### src/sv/hft_pkg.sv
// ----------------------------------------------------------------------------
// hft_pkg: shared types and constants for the sensor reply decoder
// Frame record between the front and back parts, status codes, CRC-8 step.
// ----------------------------------------------------------------------------
package hft_pkg;

    // Reply layout: byte 0 status, bytes 1..5 payload, byte 6 check byte.
    localparam int unsigned LAST_DATA   = 6;
    localparam int unsigned IDX_W       = 3;
    localparam int unsigned CODE_W      = 20;
    localparam int unsigned PAYLOAD_W   = 2 * CODE_W;

    localparam logic [7:0]  CRC_INIT    = 8'hFF;
    localparam logic [7:0]  CRC_POLY    = 8'h31;
    localparam int unsigned BUSY_BIT    = 7;
    localparam int unsigned CAL_BIT     = 3;

    // Scaling: humidity = floor(h * 10000 / 2^20),
    // temperature = floor(t * 20000 / 2^20) - 5000.
    localparam int unsigned HUM_W       = 14;
    localparam int unsigned TEMP_W      = 15;
    localparam logic [13:0] HUM_SCALE   = 14'd10000;
    localparam logic [14:0] TEMP_SCALE  = 15'd20000;
    localparam logic [15:0] TEMP_OFFSET = 16'd5000;
    localparam int unsigned HPROD_W     = CODE_W + HUM_W;
    localparam int unsigned TPROD_W     = CODE_W + TEMP_W;

    // Queue between front and back.
    localparam int unsigned QUEUE_DEPTH = 2;
    localparam int unsigned QPTR_W      = (QUEUE_DEPTH > 1) ? $clog2(QUEUE_DEPTH) : 1;
    localparam int unsigned QCNT_W      = $clog2(QUEUE_DEPTH + 1);

    typedef enum logic [1:0] {
        ST_OK    = 2'd0,
        ST_CRC   = 2'd1,
        ST_BUSY  = 2'd2,
        ST_UNCAL = 2'd3
    } frame_status_t;

    typedef struct packed {
        frame_status_t        status;
        logic [CODE_W-1:0]    hum_code;
        logic [CODE_W-1:0]    temp_code;
    } frame_rec_t;

    // One byte of CRC-8, MSB first, no final XOR.
    function automatic logic [7:0] crc8_byte(input logic [7:0] crc, input logic [7:0] data);
        logic [7:0] c;
        c = crc ^ data;
        for (int k = 0; k < 8; k++) begin
            if (c[7])
            begin
                c = {c[6:0], 1'b0} ^ CRC_POLY;
            end
            else
            begin
                c = {c[6:0], 1'b0};
            end
        end
        return c;
    endfunction

endpackage

### src/sv/humidity_temp_frame_decoder.sv
// ----------------------------------------------------------------------------
// humidity_temp_frame_decoder: seven-byte humidity/temperature reply decoder
// Checks CRC and status of each sensor reply and holds the last good reading.
// ----------------------------------------------------------------------------
// The block takes one reply byte per transfer on the input channel, with
// frame_start marking byte 0 of a new reply; a start in the middle of a reply
// drops the partial one, and after the check byte the next byte begins a new
// reply anyway. Bytes 0 to 5 run through a CRC-8 (polynomial 0x31, seed 0xFF,
// MSB first) and produce no output. The check byte produces exactly one output
// transfer: frame_status is 0 for a good reply, 1 for a CRC mismatch, 2 for a
// busy sensor and 3 for an uncalibrated sensor, in that order of priority.
// humidity_centi and temperature_centi always carry the last good reading
// (0.01 percent and 0.01 degC, the latter two's complement) and are zero
// until the first good reply. A byte is accepted every cycle as long as the
// two-entry frame queue has room; in_ready drops only when four finished
// frames are waiting behind a stalled output: one in the output register,
// one in the constant-multiply stage and two in the queue. A result passes
// from its check byte through the frame queue and the constant-multiply
// stage into the output register, where it sits until it is taken.
// ----------------------------------------------------------------------------
module humidity_temp_frame_decoder
(
    input  logic                              clk,
    input  logic                              rst_n,
    input  logic                              in_valid,
    output logic                              in_ready,
    input  logic [7:0]                        rx_byte,
    input  logic                              frame_start,
    output logic                              out_valid,
    input  logic                              out_ready,
    output logic [1:0]                        frame_status,
    output logic [hft_pkg::HUM_W-1:0]         humidity_centi,
    output logic signed [hft_pkg::TEMP_W-1:0] temperature_centi
);
    import hft_pkg::*;

    // Classified frames travel from the byte intake to the scaler through
    // the queue, so a stalled output does not stop byte intake at once.
    logic        push_valid, push_ready;
    frame_rec_t  push_rec;
    logic        pop_valid, pop_ready;
    frame_rec_t  pop_rec;

    hft_front u_front
    (
        .clk        (clk),
        .rst_n      (rst_n),
        .in_valid   (in_valid),
        .in_ready   (in_ready),
        .rx_byte    (rx_byte),
        .frame_start(frame_start),
        .push_valid (push_valid),
        .push_ready (push_ready),
        .push_rec   (push_rec)
    );

    hft_queue u_queue
    (
        .clk       (clk),
        .rst_n     (rst_n),
        .push_valid(push_valid),
        .push_ready(push_ready),
        .push_rec  (push_rec),
        .pop_valid (pop_valid),
        .pop_ready (pop_ready),
        .pop_rec   (pop_rec)
    );

    // The scaler multiplies the raw codes, then the result register keeps
    // the last good reading and presents one transfer per check byte.
    hft_back u_back
    (
        .clk              (clk),
        .rst_n            (rst_n),
        .pop_valid        (pop_valid),
        .pop_ready        (pop_ready),
        .pop_rec          (pop_rec),
        .out_valid        (out_valid),
        .out_ready        (out_ready),
        .frame_status     (frame_status),
        .humidity_centi   (humidity_centi),
        .temperature_centi(temperature_centi)
    );

endmodule

### src/sv/hft_front.sv
// ----------------------------------------------------------------------------
// hft_front: byte intake and frame classification
// Counts reply bytes, runs the CRC, gathers the payload and pushes one
// classified frame record per check byte.
// ----------------------------------------------------------------------------
module hft_front
(
    input  logic               clk,
    input  logic               rst_n,
    input  logic               in_valid,
    output logic               in_ready,
    input  logic [7:0]         rx_byte,
    input  logic               frame_start,
    output logic               push_valid,
    input  logic               push_ready,
    output hft_pkg::frame_rec_t push_rec
);
    import hft_pkg::*;

    logic [IDX_W-1:0]     byte_index_reg, byte_index_next;
    logic [7:0]           crc_reg, crc_next;
    logic [7:0]           status_reg, status_next;
    logic [PAYLOAD_W-1:0] payload_reg, payload_next;

    logic [IDX_W-1:0]     eff_index;
    logic [7:0]           crc_base;
    logic                 is_check;
    logic                 accept;

    assign eff_index = frame_start ? '0 : byte_index_reg;
    assign crc_base  = frame_start ? CRC_INIT : crc_reg;
    assign is_check  = (eff_index >= IDX_W'(LAST_DATA));
    assign in_ready  = push_ready;
    assign accept    = in_valid && in_ready;
    assign push_valid = accept && is_check;

    always_comb
    begin
        push_rec.hum_code  = payload_reg[PAYLOAD_W-1:CODE_W];
        push_rec.temp_code = payload_reg[CODE_W-1:0];
        // A CRC mismatch outranks busy, and busy outranks not calibrated.
        if (crc_reg != rx_byte)
        begin
            push_rec.status = ST_CRC;
        end
        else if (status_reg[BUSY_BIT])
        begin
            push_rec.status = ST_BUSY;
        end
        else if (!status_reg[CAL_BIT])
        begin
            push_rec.status = ST_UNCAL;
        end
        else
        begin
            push_rec.status = ST_OK;
        end
    end

    always_comb
    begin
        byte_index_next = byte_index_reg;
        crc_next        = crc_reg;
        status_next     = status_reg;
        payload_next    = payload_reg;
        if (accept)
        begin
            if (is_check)
            begin
                byte_index_next = '0;
                crc_next        = CRC_INIT;
            end
            else
            begin
                crc_next        = crc8_byte(crc_base, rx_byte);
                byte_index_next = eff_index + IDX_W'(1);
                if (eff_index == '0)
                begin
                    status_next = rx_byte;
                end
                else
                begin
                    payload_next = {payload_reg[PAYLOAD_W-9:0], rx_byte};
                end
            end
        end
    end

    always_ff @(posedge clk or negedge rst_n)
    begin
        if (!rst_n)
        begin
            byte_index_reg <= '0;
            crc_reg        <= CRC_INIT;
            status_reg     <= '0;
            payload_reg    <= '0;
        end
        else
        begin
            byte_index_reg <= byte_index_next;
            crc_reg        <= crc_next;
            status_reg     <= status_next;
            payload_reg    <= payload_next;
        end
    end

    // The counter never passes the check byte position.
    a_index_range: assert property (@(posedge clk) disable iff (!rst_n)
        byte_index_reg <= IDX_W'(LAST_DATA))
        else $error("byte counter out of range");

    // A check byte restarts the counter and the CRC.
    a_check_restart: assert property (@(posedge clk) disable iff (!rst_n)
        push_valid |=> (byte_index_reg == '0) && (crc_reg == CRC_INIT))
        else $error("counter or CRC not restarted after check byte");

    // A start flag always takes the byte as byte 0.
    a_start_first: assert property (@(posedge clk) disable iff (!rst_n)
        (accept && frame_start) |=> (byte_index_reg == IDX_W'(1)))
        else $error("start flag did not resynchronize the counter");

endmodule

### src/sv/hft_queue.sv
// ----------------------------------------------------------------------------
// hft_queue: short frame record queue
// Decouples the byte intake from the scaling pipeline.
// ----------------------------------------------------------------------------
module hft_queue
(
    input  logic               clk,
    input  logic               rst_n,
    input  logic               push_valid,
    output logic               push_ready,
    input  hft_pkg::frame_rec_t push_rec,
    output logic               pop_valid,
    input  logic               pop_ready,
    output hft_pkg::frame_rec_t pop_rec
);
    import hft_pkg::*;

    frame_rec_t          entry_reg [QUEUE_DEPTH];
    logic [QPTR_W-1:0]   wr_ptr_reg, wr_ptr_next;
    logic [QPTR_W-1:0]   rd_ptr_reg, rd_ptr_next;
    logic [QCNT_W-1:0]   count_reg, count_next;
    logic                do_push, do_pop;

    assign push_ready = (count_reg != QCNT_W'(QUEUE_DEPTH));
    assign pop_valid  = (count_reg != '0);
    assign pop_rec    = entry_reg[rd_ptr_reg];
    assign do_push    = push_valid && push_ready;
    assign do_pop     = pop_valid && pop_ready;

    always_comb
    begin
        wr_ptr_next = wr_ptr_reg;
        rd_ptr_next = rd_ptr_reg;
        count_next  = count_reg;
        if (do_push)
        begin
            wr_ptr_next = (wr_ptr_reg == QPTR_W'(QUEUE_DEPTH - 1)) ? '0
                                                                  : wr_ptr_reg + QPTR_W'(1);
        end
        if (do_pop)
        begin
            rd_ptr_next = (rd_ptr_reg == QPTR_W'(QUEUE_DEPTH - 1)) ? '0
                                                                  : rd_ptr_reg + QPTR_W'(1);
        end
        if (do_push && !do_pop)
        begin
            count_next = count_reg + QCNT_W'(1);
        end
        else if (do_pop && !do_push)
        begin
            count_next = count_reg - QCNT_W'(1);
        end
    end

    always_ff @(posedge clk or negedge rst_n)
    begin
        if (!rst_n)
        begin
            wr_ptr_reg <= '0;
            rd_ptr_reg <= '0;
            count_reg  <= '0;
        end
        else
        begin
            wr_ptr_reg <= wr_ptr_next;
            rd_ptr_reg <= rd_ptr_next;
            count_reg  <= count_next;
        end
    end

    always_ff @(posedge clk)
    begin
        if (do_push)
        begin
            entry_reg[wr_ptr_reg] <= push_rec;
        end
    end

    a_count_range: assert property (@(posedge clk) disable iff (!rst_n)
        count_reg <= QCNT_W'(QUEUE_DEPTH))
        else $error("queue count overflow");

    a_empty_ptrs: assert property (@(posedge clk) disable iff (!rst_n)
        (count_reg == '0) |-> (wr_ptr_reg == rd_ptr_reg))
        else $error("empty queue with unequal pointers");

    a_push_count: assert property (@(posedge clk) disable iff (!rst_n)
        (do_push && !do_pop) |=> (count_reg == $past(count_reg) + QCNT_W'(1)))
        else $error("push did not raise the count");

endmodule

### src/sv/hft_back.sv
// ----------------------------------------------------------------------------
// hft_back: reading scaler and result register
// Multiplies the raw codes by the scale constants, then updates the held
// readings on a good frame and presents one result per frame.
// ----------------------------------------------------------------------------
module hft_back
(
    input  logic                      clk,
    input  logic                      rst_n,
    input  logic                      pop_valid,
    output logic                      pop_ready,
    input  hft_pkg::frame_rec_t       pop_rec,
    output logic                      out_valid,
    input  logic                      out_ready,
    output logic [1:0]                frame_status,
    output logic [hft_pkg::HUM_W-1:0] humidity_centi,
    output logic signed [hft_pkg::TEMP_W-1:0] temperature_centi
);
    import hft_pkg::*;

    // Product stage.
    logic                a_valid_reg, a_valid_next;
    frame_status_t       a_status_reg;
    logic [HPROD_W-1:0]  a_hprod_reg;
    logic [TPROD_W-1:0]  a_tprod_reg;

    // Result stage; the humidity and temperature registers are the held readings.
    logic                out_valid_reg, out_valid_next;
    frame_status_t       out_status_reg;
    logic [HUM_W-1:0]    out_hum_reg, out_hum_next;
    logic [TEMP_W-1:0]   out_temp_reg, out_temp_next;

    logic                out_move;
    logic                a_load;
    logic [15:0]         temp_wide;

    assign out_move  = a_valid_reg && (!out_valid_reg || out_ready);
    assign pop_ready = !a_valid_reg || out_move;
    assign a_load    = pop_valid && pop_ready;

    assign temp_wide = {1'b0, a_tprod_reg[TPROD_W-1:CODE_W]} - TEMP_OFFSET;

    always_comb
    begin
        a_valid_next   = a_valid_reg;
        out_valid_next = out_valid_reg;
        out_hum_next   = out_hum_reg;
        out_temp_next  = out_temp_reg;
        if (out_valid_reg && out_ready)
        begin
            out_valid_next = 1'b0;
        end
        if (out_move)
        begin
            out_valid_next = 1'b1;
            a_valid_next   = 1'b0;
            if (a_status_reg == ST_OK)
            begin
                out_hum_next  = a_hprod_reg[HPROD_W-1:CODE_W];
                out_temp_next = temp_wide[TEMP_W-1:0];
            end
        end
        if (a_load)
        begin
            a_valid_next = 1'b1;
        end
    end

    always_ff @(posedge clk or negedge rst_n)
    begin
        if (!rst_n)
        begin
            a_valid_reg    <= 1'b0;
            out_valid_reg  <= 1'b0;
            out_status_reg <= ST_OK;
            out_hum_reg    <= '0;
            out_temp_reg   <= '0;
        end
        else
        begin
            a_valid_reg   <= a_valid_next;
            out_valid_reg <= out_valid_next;
            out_hum_reg   <= out_hum_next;
            out_temp_reg  <= out_temp_next;
            if (out_move)
            begin
                out_status_reg <= a_status_reg;
            end
        end
    end

    always_ff @(posedge clk)
    begin
        if (a_load)
        begin
            a_status_reg <= pop_rec.status;
            a_hprod_reg  <= HPROD_W'(pop_rec.hum_code) * HPROD_W'(HUM_SCALE);
            a_tprod_reg  <= TPROD_W'(pop_rec.temp_code) * TPROD_W'(TEMP_SCALE);
        end
    end

    assign out_valid         = out_valid_reg;
    assign frame_status      = out_status_reg;
    assign humidity_centi    = out_hum_reg;
    assign temperature_centi = $signed(out_temp_reg);

    // A failed frame leaves the held readings untouched.
    a_keep_on_fail: assert property (@(posedge clk) disable iff (!rst_n)
        (out_move && (a_status_reg != ST_OK))
            |=> ($stable(out_hum_reg) && $stable(out_temp_reg)))
        else $error("held reading changed on a failed frame");

    // Scaled humidity stays below 100 percent.
    a_hum_range: assert property (@(posedge clk) disable iff (!rst_n)
        out_hum_reg < HUM_W'(10000))
        else $error("humidity out of range");

    // The product stage never loads while its entry is stuck.
    a_no_overwrite: assert property (@(posedge clk) disable iff (!rst_n)
        (a_valid_reg && !out_move) |-> !a_load)
        else $error("product stage overwritten");

endmodule

### config.mk
export PLATFORM = sky130hd
export DESIGN_NAME = humidity_temp_frame_decoder
export DESIGN_NICKNAME = d
export VERILOG_FILES = /design/src/sv/hft_pkg.sv /design/src/sv/humidity_temp_frame_decoder.sv /design/src/sv/hft_front.sv /design/src/sv/hft_queue.sv /design/src/sv/hft_back.sv
export SDC_FILE = /design/constraint.sdc
export NUM_CORES = 1
export LEC_CHECK = 0
export CORE_AREA = 4 4 152 154
export CTS_BUF_LIST = sky130_fd_sc_hd__clkbuf_4 sky130_fd_sc_hd__clkbuf_8
export CTS_CLUSTER_SIZE = 40
export DETAILED_ROUTE_END_ITERATION = 6
export DIE_AREA = 0 0 156 158
export DONT_BUFFER_PORTS = 1
export GPL_TIMING_DRIVEN = 0
export PLACE_DENSITY = 0.77
export SLEW_MARGIN = 20
export SYNTH_ARGS = -nofsm -noshare
export SYNTH_HDL_FRONTEND = slang
export SYNTH_SLANG_ARGS = --single-unit
### constraint.sdc
create_clock -name clk -period 7.08 [get_ports clk]
set_input_delay 1.77 -clock clk [delete_from_list [all_inputs] [get_ports clk]]
set_output_delay 1.77 -clock clk [all_outputs]
set_load 0.005 [all_outputs]
# Word level (Yosys, flattened, before mapping)
# Memory sizes are Yosys's and may differ from the RTL's.
# Cells that the tools add are included.
# word_totals
mem_bits_rw	84
word_cells	100
n_memories	1
register_bits	158
# op_classes
n_addsub	6
eq_ne	2
n_lt_le_gt_ge	1
n_mux	39
mul	2
reduce_logical	23
bitwise_logic	11
# mem_list
memory	depth	width	rd	rd_clocked_by_memory_dff	wr	line	text
u_queue.entry_reg	2	42	1	0	1	hft_queue.sv:18	frame_rec_t entry_reg [QUEUE_DEPTH];
# ops
op	count
8-bit 2-to-1 mux	16
20-bit by 10-bit multiplier with 30-bit output, second input constant	2
6-bit 2-to-1 mux	8
3-bit NOT	8
15-bit by 13-bit subtractor with 15-bit output, second input constant	1
2-bit 2-to-1 mux	5
1-bit logical AND	8
1-bit 2-to-1 mux	8
8-bit inequality test	1
2-bit nonzero test	4
8-bit XOR	1
3-bit 2-to-1 mux	2
3-bit AND reduction	2
1-bit zero test	4
3-bit by 1-bit adder with 3-bit output, second input constant	1
3-bit greater-or-equal comparator, second input constant	1
3-bit zero test	1
1-bit adder, second input constant	2
2-bit by 1-bit adder with 2-bit output, second input constant	1
2-bit zero test	1
1-bit logical OR	2
2-bit inequality test, second input constant	1
1-bit NOT	2
2-bit AND reduction	1
2-bit by 1-bit subtractor with 2-bit output, second input constant	1

# Longest topological paths before layout
# logic_depth
ltp_word	33
mapped_depth	22
depth_no_buf	19

# Hierarchy
# From an unflattened synthesis, not the netlist that was laid out.
# hier_totals
cells_unflattened	1126
area_unflattened_um2	14041.0
# by_module_without_submodules
mod	cells_each	instances	area_each_um2
hft_back	785	1	8115.3
hft_queue	149	1	3427.0
hft_front	192	1	2498.6

# Worst setup path after synthesis
# OpenSTA, ideal clock, no wires.
# synth_timing
path_kind	flip-flop to flip-flop
startpoint	register u_queue.rd_ptr_reg
endpoint	register u_back.a_hprod_reg[29] (data pin)
period_less_slack_ns	5.727
required_ns	6.810
setup_ns	0.270
stages_incl_launch_ff	19
arrival_ns	5.457
path_buffers	3
slack_ns	1.353
cell_sequence	dfrtp_1 -> buf_2 -> buf_1 -> buf_1 -> mux2_2 -> fa_1 -> ha_1 -> fa_1 -> ha_1 -> inv_1 -> fa_1 -> inv_1 -> ha_1 -> a21oi_1 -> o21ai_1 -> or4_4 -> o21ai_4 -> nor4b_2 -> a2111oi_2
# synth_via
elab_chain_cells	2
# synth_rtl
item	line	text
start: declaration	hft_queue.sv:20	logic [QPTR_W-1:0] rd_ptr_reg, rd_ptr_next;
start signal: assignment	hft_queue.sv:66	rd_ptr_reg <= rd_ptr_next;
memory 2 x 42 bit	n/a	
20-bit by 10-bit multiplier with 30-bit output	hft_back.sv:97	a_hprod_reg <= HPROD_W'(pop_rec.hum_code) * HPROD_W'(HUM_SCALE);
end signal: assignment	hft_back.sv:97	
end: declaration	hft_back.sv:24	logic [HPROD_W-1:0] a_hprod_reg;
# No other way between the ends.
# A chain may end at the register's enable or synchronous reset.

# Worst setup path in the final report
# layout_timing
startpoint	register u_queue.rd_ptr_reg
endpoint	register u_back.a_hprod_reg[33] (data pin)
# Same word-level chain as after synthesis.

==> summary.md <==
| Metric | Value |
|---|---|
| Diode count | `0` |
| Setup Buffers After CTS | `0` |
| Post_cts resized | `0` |
| Die ar. | `24600 um^2` |
| Cells along the critical path | `buf_2, buf_1, buf_1, mux2i_1, inv_1, fa_1, ha_1, fa_1, ha_1, fa_1, ha_1, clkbuf_1, a21oi_1, a21o_1, a21oi_1, o31ai_1, a21oi_1, xor2_1` |
| Final Cell Area | `15200 um^2` |
| Arrival time at the worst endpoint | `6.80 ns` |
| Core Region | `21700 um^2` |
| Min Tclk post-route | `6.56 ns` |
| Die span in x | `156 um` |
| CP Max Fanout | `10` |
| CP Launch Point | `u_queue.rd_ptr_reg$_DFFE_PN0P_` |
| Tot GR Track Use | `0.214` |
| Reg2reg end | `u_back.a_hprod_reg[33]$_DFFE_PP_` |
| Synth Warn # | `0` |
| R2r setup slk | `0.52 ns` |
| Max FFs per register | `84` |
| Io pins | `46` |
| # nets final | `1472` |
| Area grow syn2layout | `8.25%` |
| Netlist cell types | `70` |
| Required @ worst endpoint | `7.33 ns` |
| Yosys reg bits | `205` |
| Total number of H-tree levels | `2` |
| Final setup fails | `0` |
| Commonest non-fill, non-tap cell in the layout | `ha_1` |
| Non-Filler Instances | `1509` |
| RSZ-0062 raised after global routing | `false` |
| DP HPWL | `19600 um` |
| Final period util | `0.926` |
| DR pass1 iterations | `5` |
| Fin Setup TNS | `0 ns` |
| Vias in the first global route | `8880` |
| Post-synthesis async set-or-reset flop share | `0.439` |
| Congestion Overflow GR | `0` |
| Num rows | `54` |
| Max cap viols | `0` |
| Post-Place Cell Area | `14500 um^2` |
| Post-Syn Area | `14000 um^2` |
| Die Ht | `158 um` |
| CTS tree | `built` |
| Total wire length | `24900 um` |
| Global-route wire length before repair | `42900 um` |
| Clock root cell | `clkbuf_8` |
| Post-synthesis sequential area ratio | `0.407` |
| Setup Crit Path Kind | `flop to flop` |
| Largest net degree at the start of global routing | `91` |
| Clk_lat worst skew | `0.51 ns` |
| DRC Markers | `0` |
| Drt via density | `5.63` |
| Hold Vio Cnt, Final | `0` |
| Layout cell share with drive strength beyond 1 | `0.129` |
| Max Slew Vio Count | `0` |
| Skew final | `0.0222 ns` |
| CP endpoint | `u_back.a_hprod_reg[33]$_DFFE_PP_` |
| Slew @ Worst Pin | `0.815 ns` |
| Post-DR wirelength/cell | `16.5 um` |
| Post-synthesis cell count | `1165` |
| Port Buf Inserts | `0` |
| Inst Count DP | `1448` |
| EDFF count, synth | `115` |
| Crit path launch type | `flop` |
| HP Class | `flop to flop` |
| CP Capture Type | `flop` |
| Hold Buf Count CTS | `0` |
| Clock Path Buffers | `3` |
| Footprint of the multi-input gates | `7570 um^2` |
| Avg Cell Area, Syn | `12.0 um^2` |
| Critical path's largest stage delay | `0.68 ns` |
| Reg clk slew, reported paths | `0.06 ns` |
| Outcome | `finished, final reports clean` |
| Antenna violations before repair | `0` |
| Ys flop type | `edfxtp_1` |
| Fmax | `153 MHz` |
| DRT antenna net count | `0` |
| Leading cell types in the layout, fill and taps excluded | `173 x ha_1, 172 x inv_1, 115 x edfxtp_1` |
| Register area | `5720 um^2` |
| Clock sink count | `205` |
| Initial Utilization | `0.647` |
| Worst r2r src | `u_queue.rd_ptr_reg$_DFFE_PN0P_` |
| Worst reg-to-reg path cell count | `18` |
| Fillers | `1535` |
| Syn nets | `1433` |
| Slew HR | `0.457` |
| Iteration-0 DRC count of the detailed router | `307` |
| Final Wtd Congestion | `0.867` |
| Min-delay src | `u_front.payload_reg[32]$_DFFE_PN0P_` |
| Slowest cell on crit path | `buf_1` |
| CTS Buf Count | `34` |
| Detailed-route via count | `8498` |
[kinds of logic (layout without fill, tap and decap cells)]
group,count (synthesis),count (layout),share of synthesized area
adders and majority gates,255,255,0.271
DFF,205,205,0.407
buffers and inverters,197,261,0.0539
and+or+nand+nor,163,163,0.0571
AOI/OAI and AO/OA,161,161,0.0772
muxes,110,110,0.0857
xor gates and xnor gates,74,74,0.0477
[final cells by class]
class	instances	share of cell area
multi-input combinational	763	0.498
clock inverter	8	0.00494
tap	280	0.0231
sequential	205	0.376
buffer	24	0.00708
timing repair buffer	3	0.00494
clock buffer	53	0.0427
inverter	173	0.0427
[Yosys cell counts, types with 6 or more instances]
library cell | number | area share
xor2_1 | 38 | 0.024
o21ai_0 | 33 | 0.012
clkbuf_1 | 12 | 0.0032
nor2b_1 | 6 | 0.0027
mux2_1 | 18 | 0.014
o22a_1 | 7 | 0.0044
a21oi_1 | 39 | 0.014
nor3_1 | 8 | 0.0029
a21o_1 | 17 | 0.0091
nand2_1 | 53 | 0.014
fa_1 | 82 | 0.12
dfrtp_1 | 82 | 0.15
inv_1 | 173 | 0.046
and3_1 | 6 | 0.0027
nand2b_1 | 11 | 0.0049
o21bai_1 | 8 | 0.0043
dfstp_2 | 8 | 0.015
a31oi_1 | 9 | 0.0040
edfxtp_1 | 115 | 0.25
nand3_1 | 16 | 0.0057
ha_1 | 173 | 0.15
mux2i_1 | 29 | 0.021
nand4_1 | 8 | 0.0036
nor2_1 | 34 | 0.0091
mux2_2 | 63 | 0.051
xnor2_1 | 34 | 0.021
buf_2 | 8 | 0.0029
[how the worst min path moves through the flow]
stage | end | cells after the start
final | u_queue.entry_reg[0][32]$_DFFE_PP_ | 0
after global routing | u_back.humidity_centi[7]$_DFFE_PN0P_ | 1
after CTS | u_queue.entry_reg[0][32]$_DFFE_PP_ | 0
after detailed placement | u_queue.entry_reg[0][32]$_DFFE_PP_ | 0
after global placement | u_queue.entry_reg[0][32]$_DFFE_PP_ | 0
after floorplan | u_queue.entry_reg[0][32]$_DFFE_PP_ | 0
[worst max-delay path: cells and delay by family, from the launching register on]
family | cells | cell delay, ns
AO/OA/AOI/OAI | 5 | 0.99
XOR/XNOR | 1 | 0.09
adder cells (fa/ha/maj) | 6 | 2.43
buffers and inverters | 5 | 1.93
flip-flops | 1 | 0.31
multiplexers | 1 | 0.52
[stage by stage]
| step | setup slack [ns] | hold WS [ns] | util |
|---|---|---|---|
| detailed placement | 0.578 | 0.457 | 0.667 |
| global route | 0.173 | 0.490 | 0.701 |
| global placement | 0.654 | 0.446 | 0.663 |
| CTS | 0.562 | 0.469 | 0.701 |
| finish | 0.523 | 0.464 | 0.701 |
| floorplan | 1.35 | 0.438 | - |
[layer usage]
metal  GRT usage  wire, um  vias to the layer above
li1            -         -                     4131
met1       0.281     11000                     4176
met2       0.368     12300                      155
met3      0.0396      1040                       36
met4      0.0609       532                        0
met5           0         0                        -
Power is not shown: default switching activity piles up to over one toggle a cycle in this logic, so the estimate is an artifact.
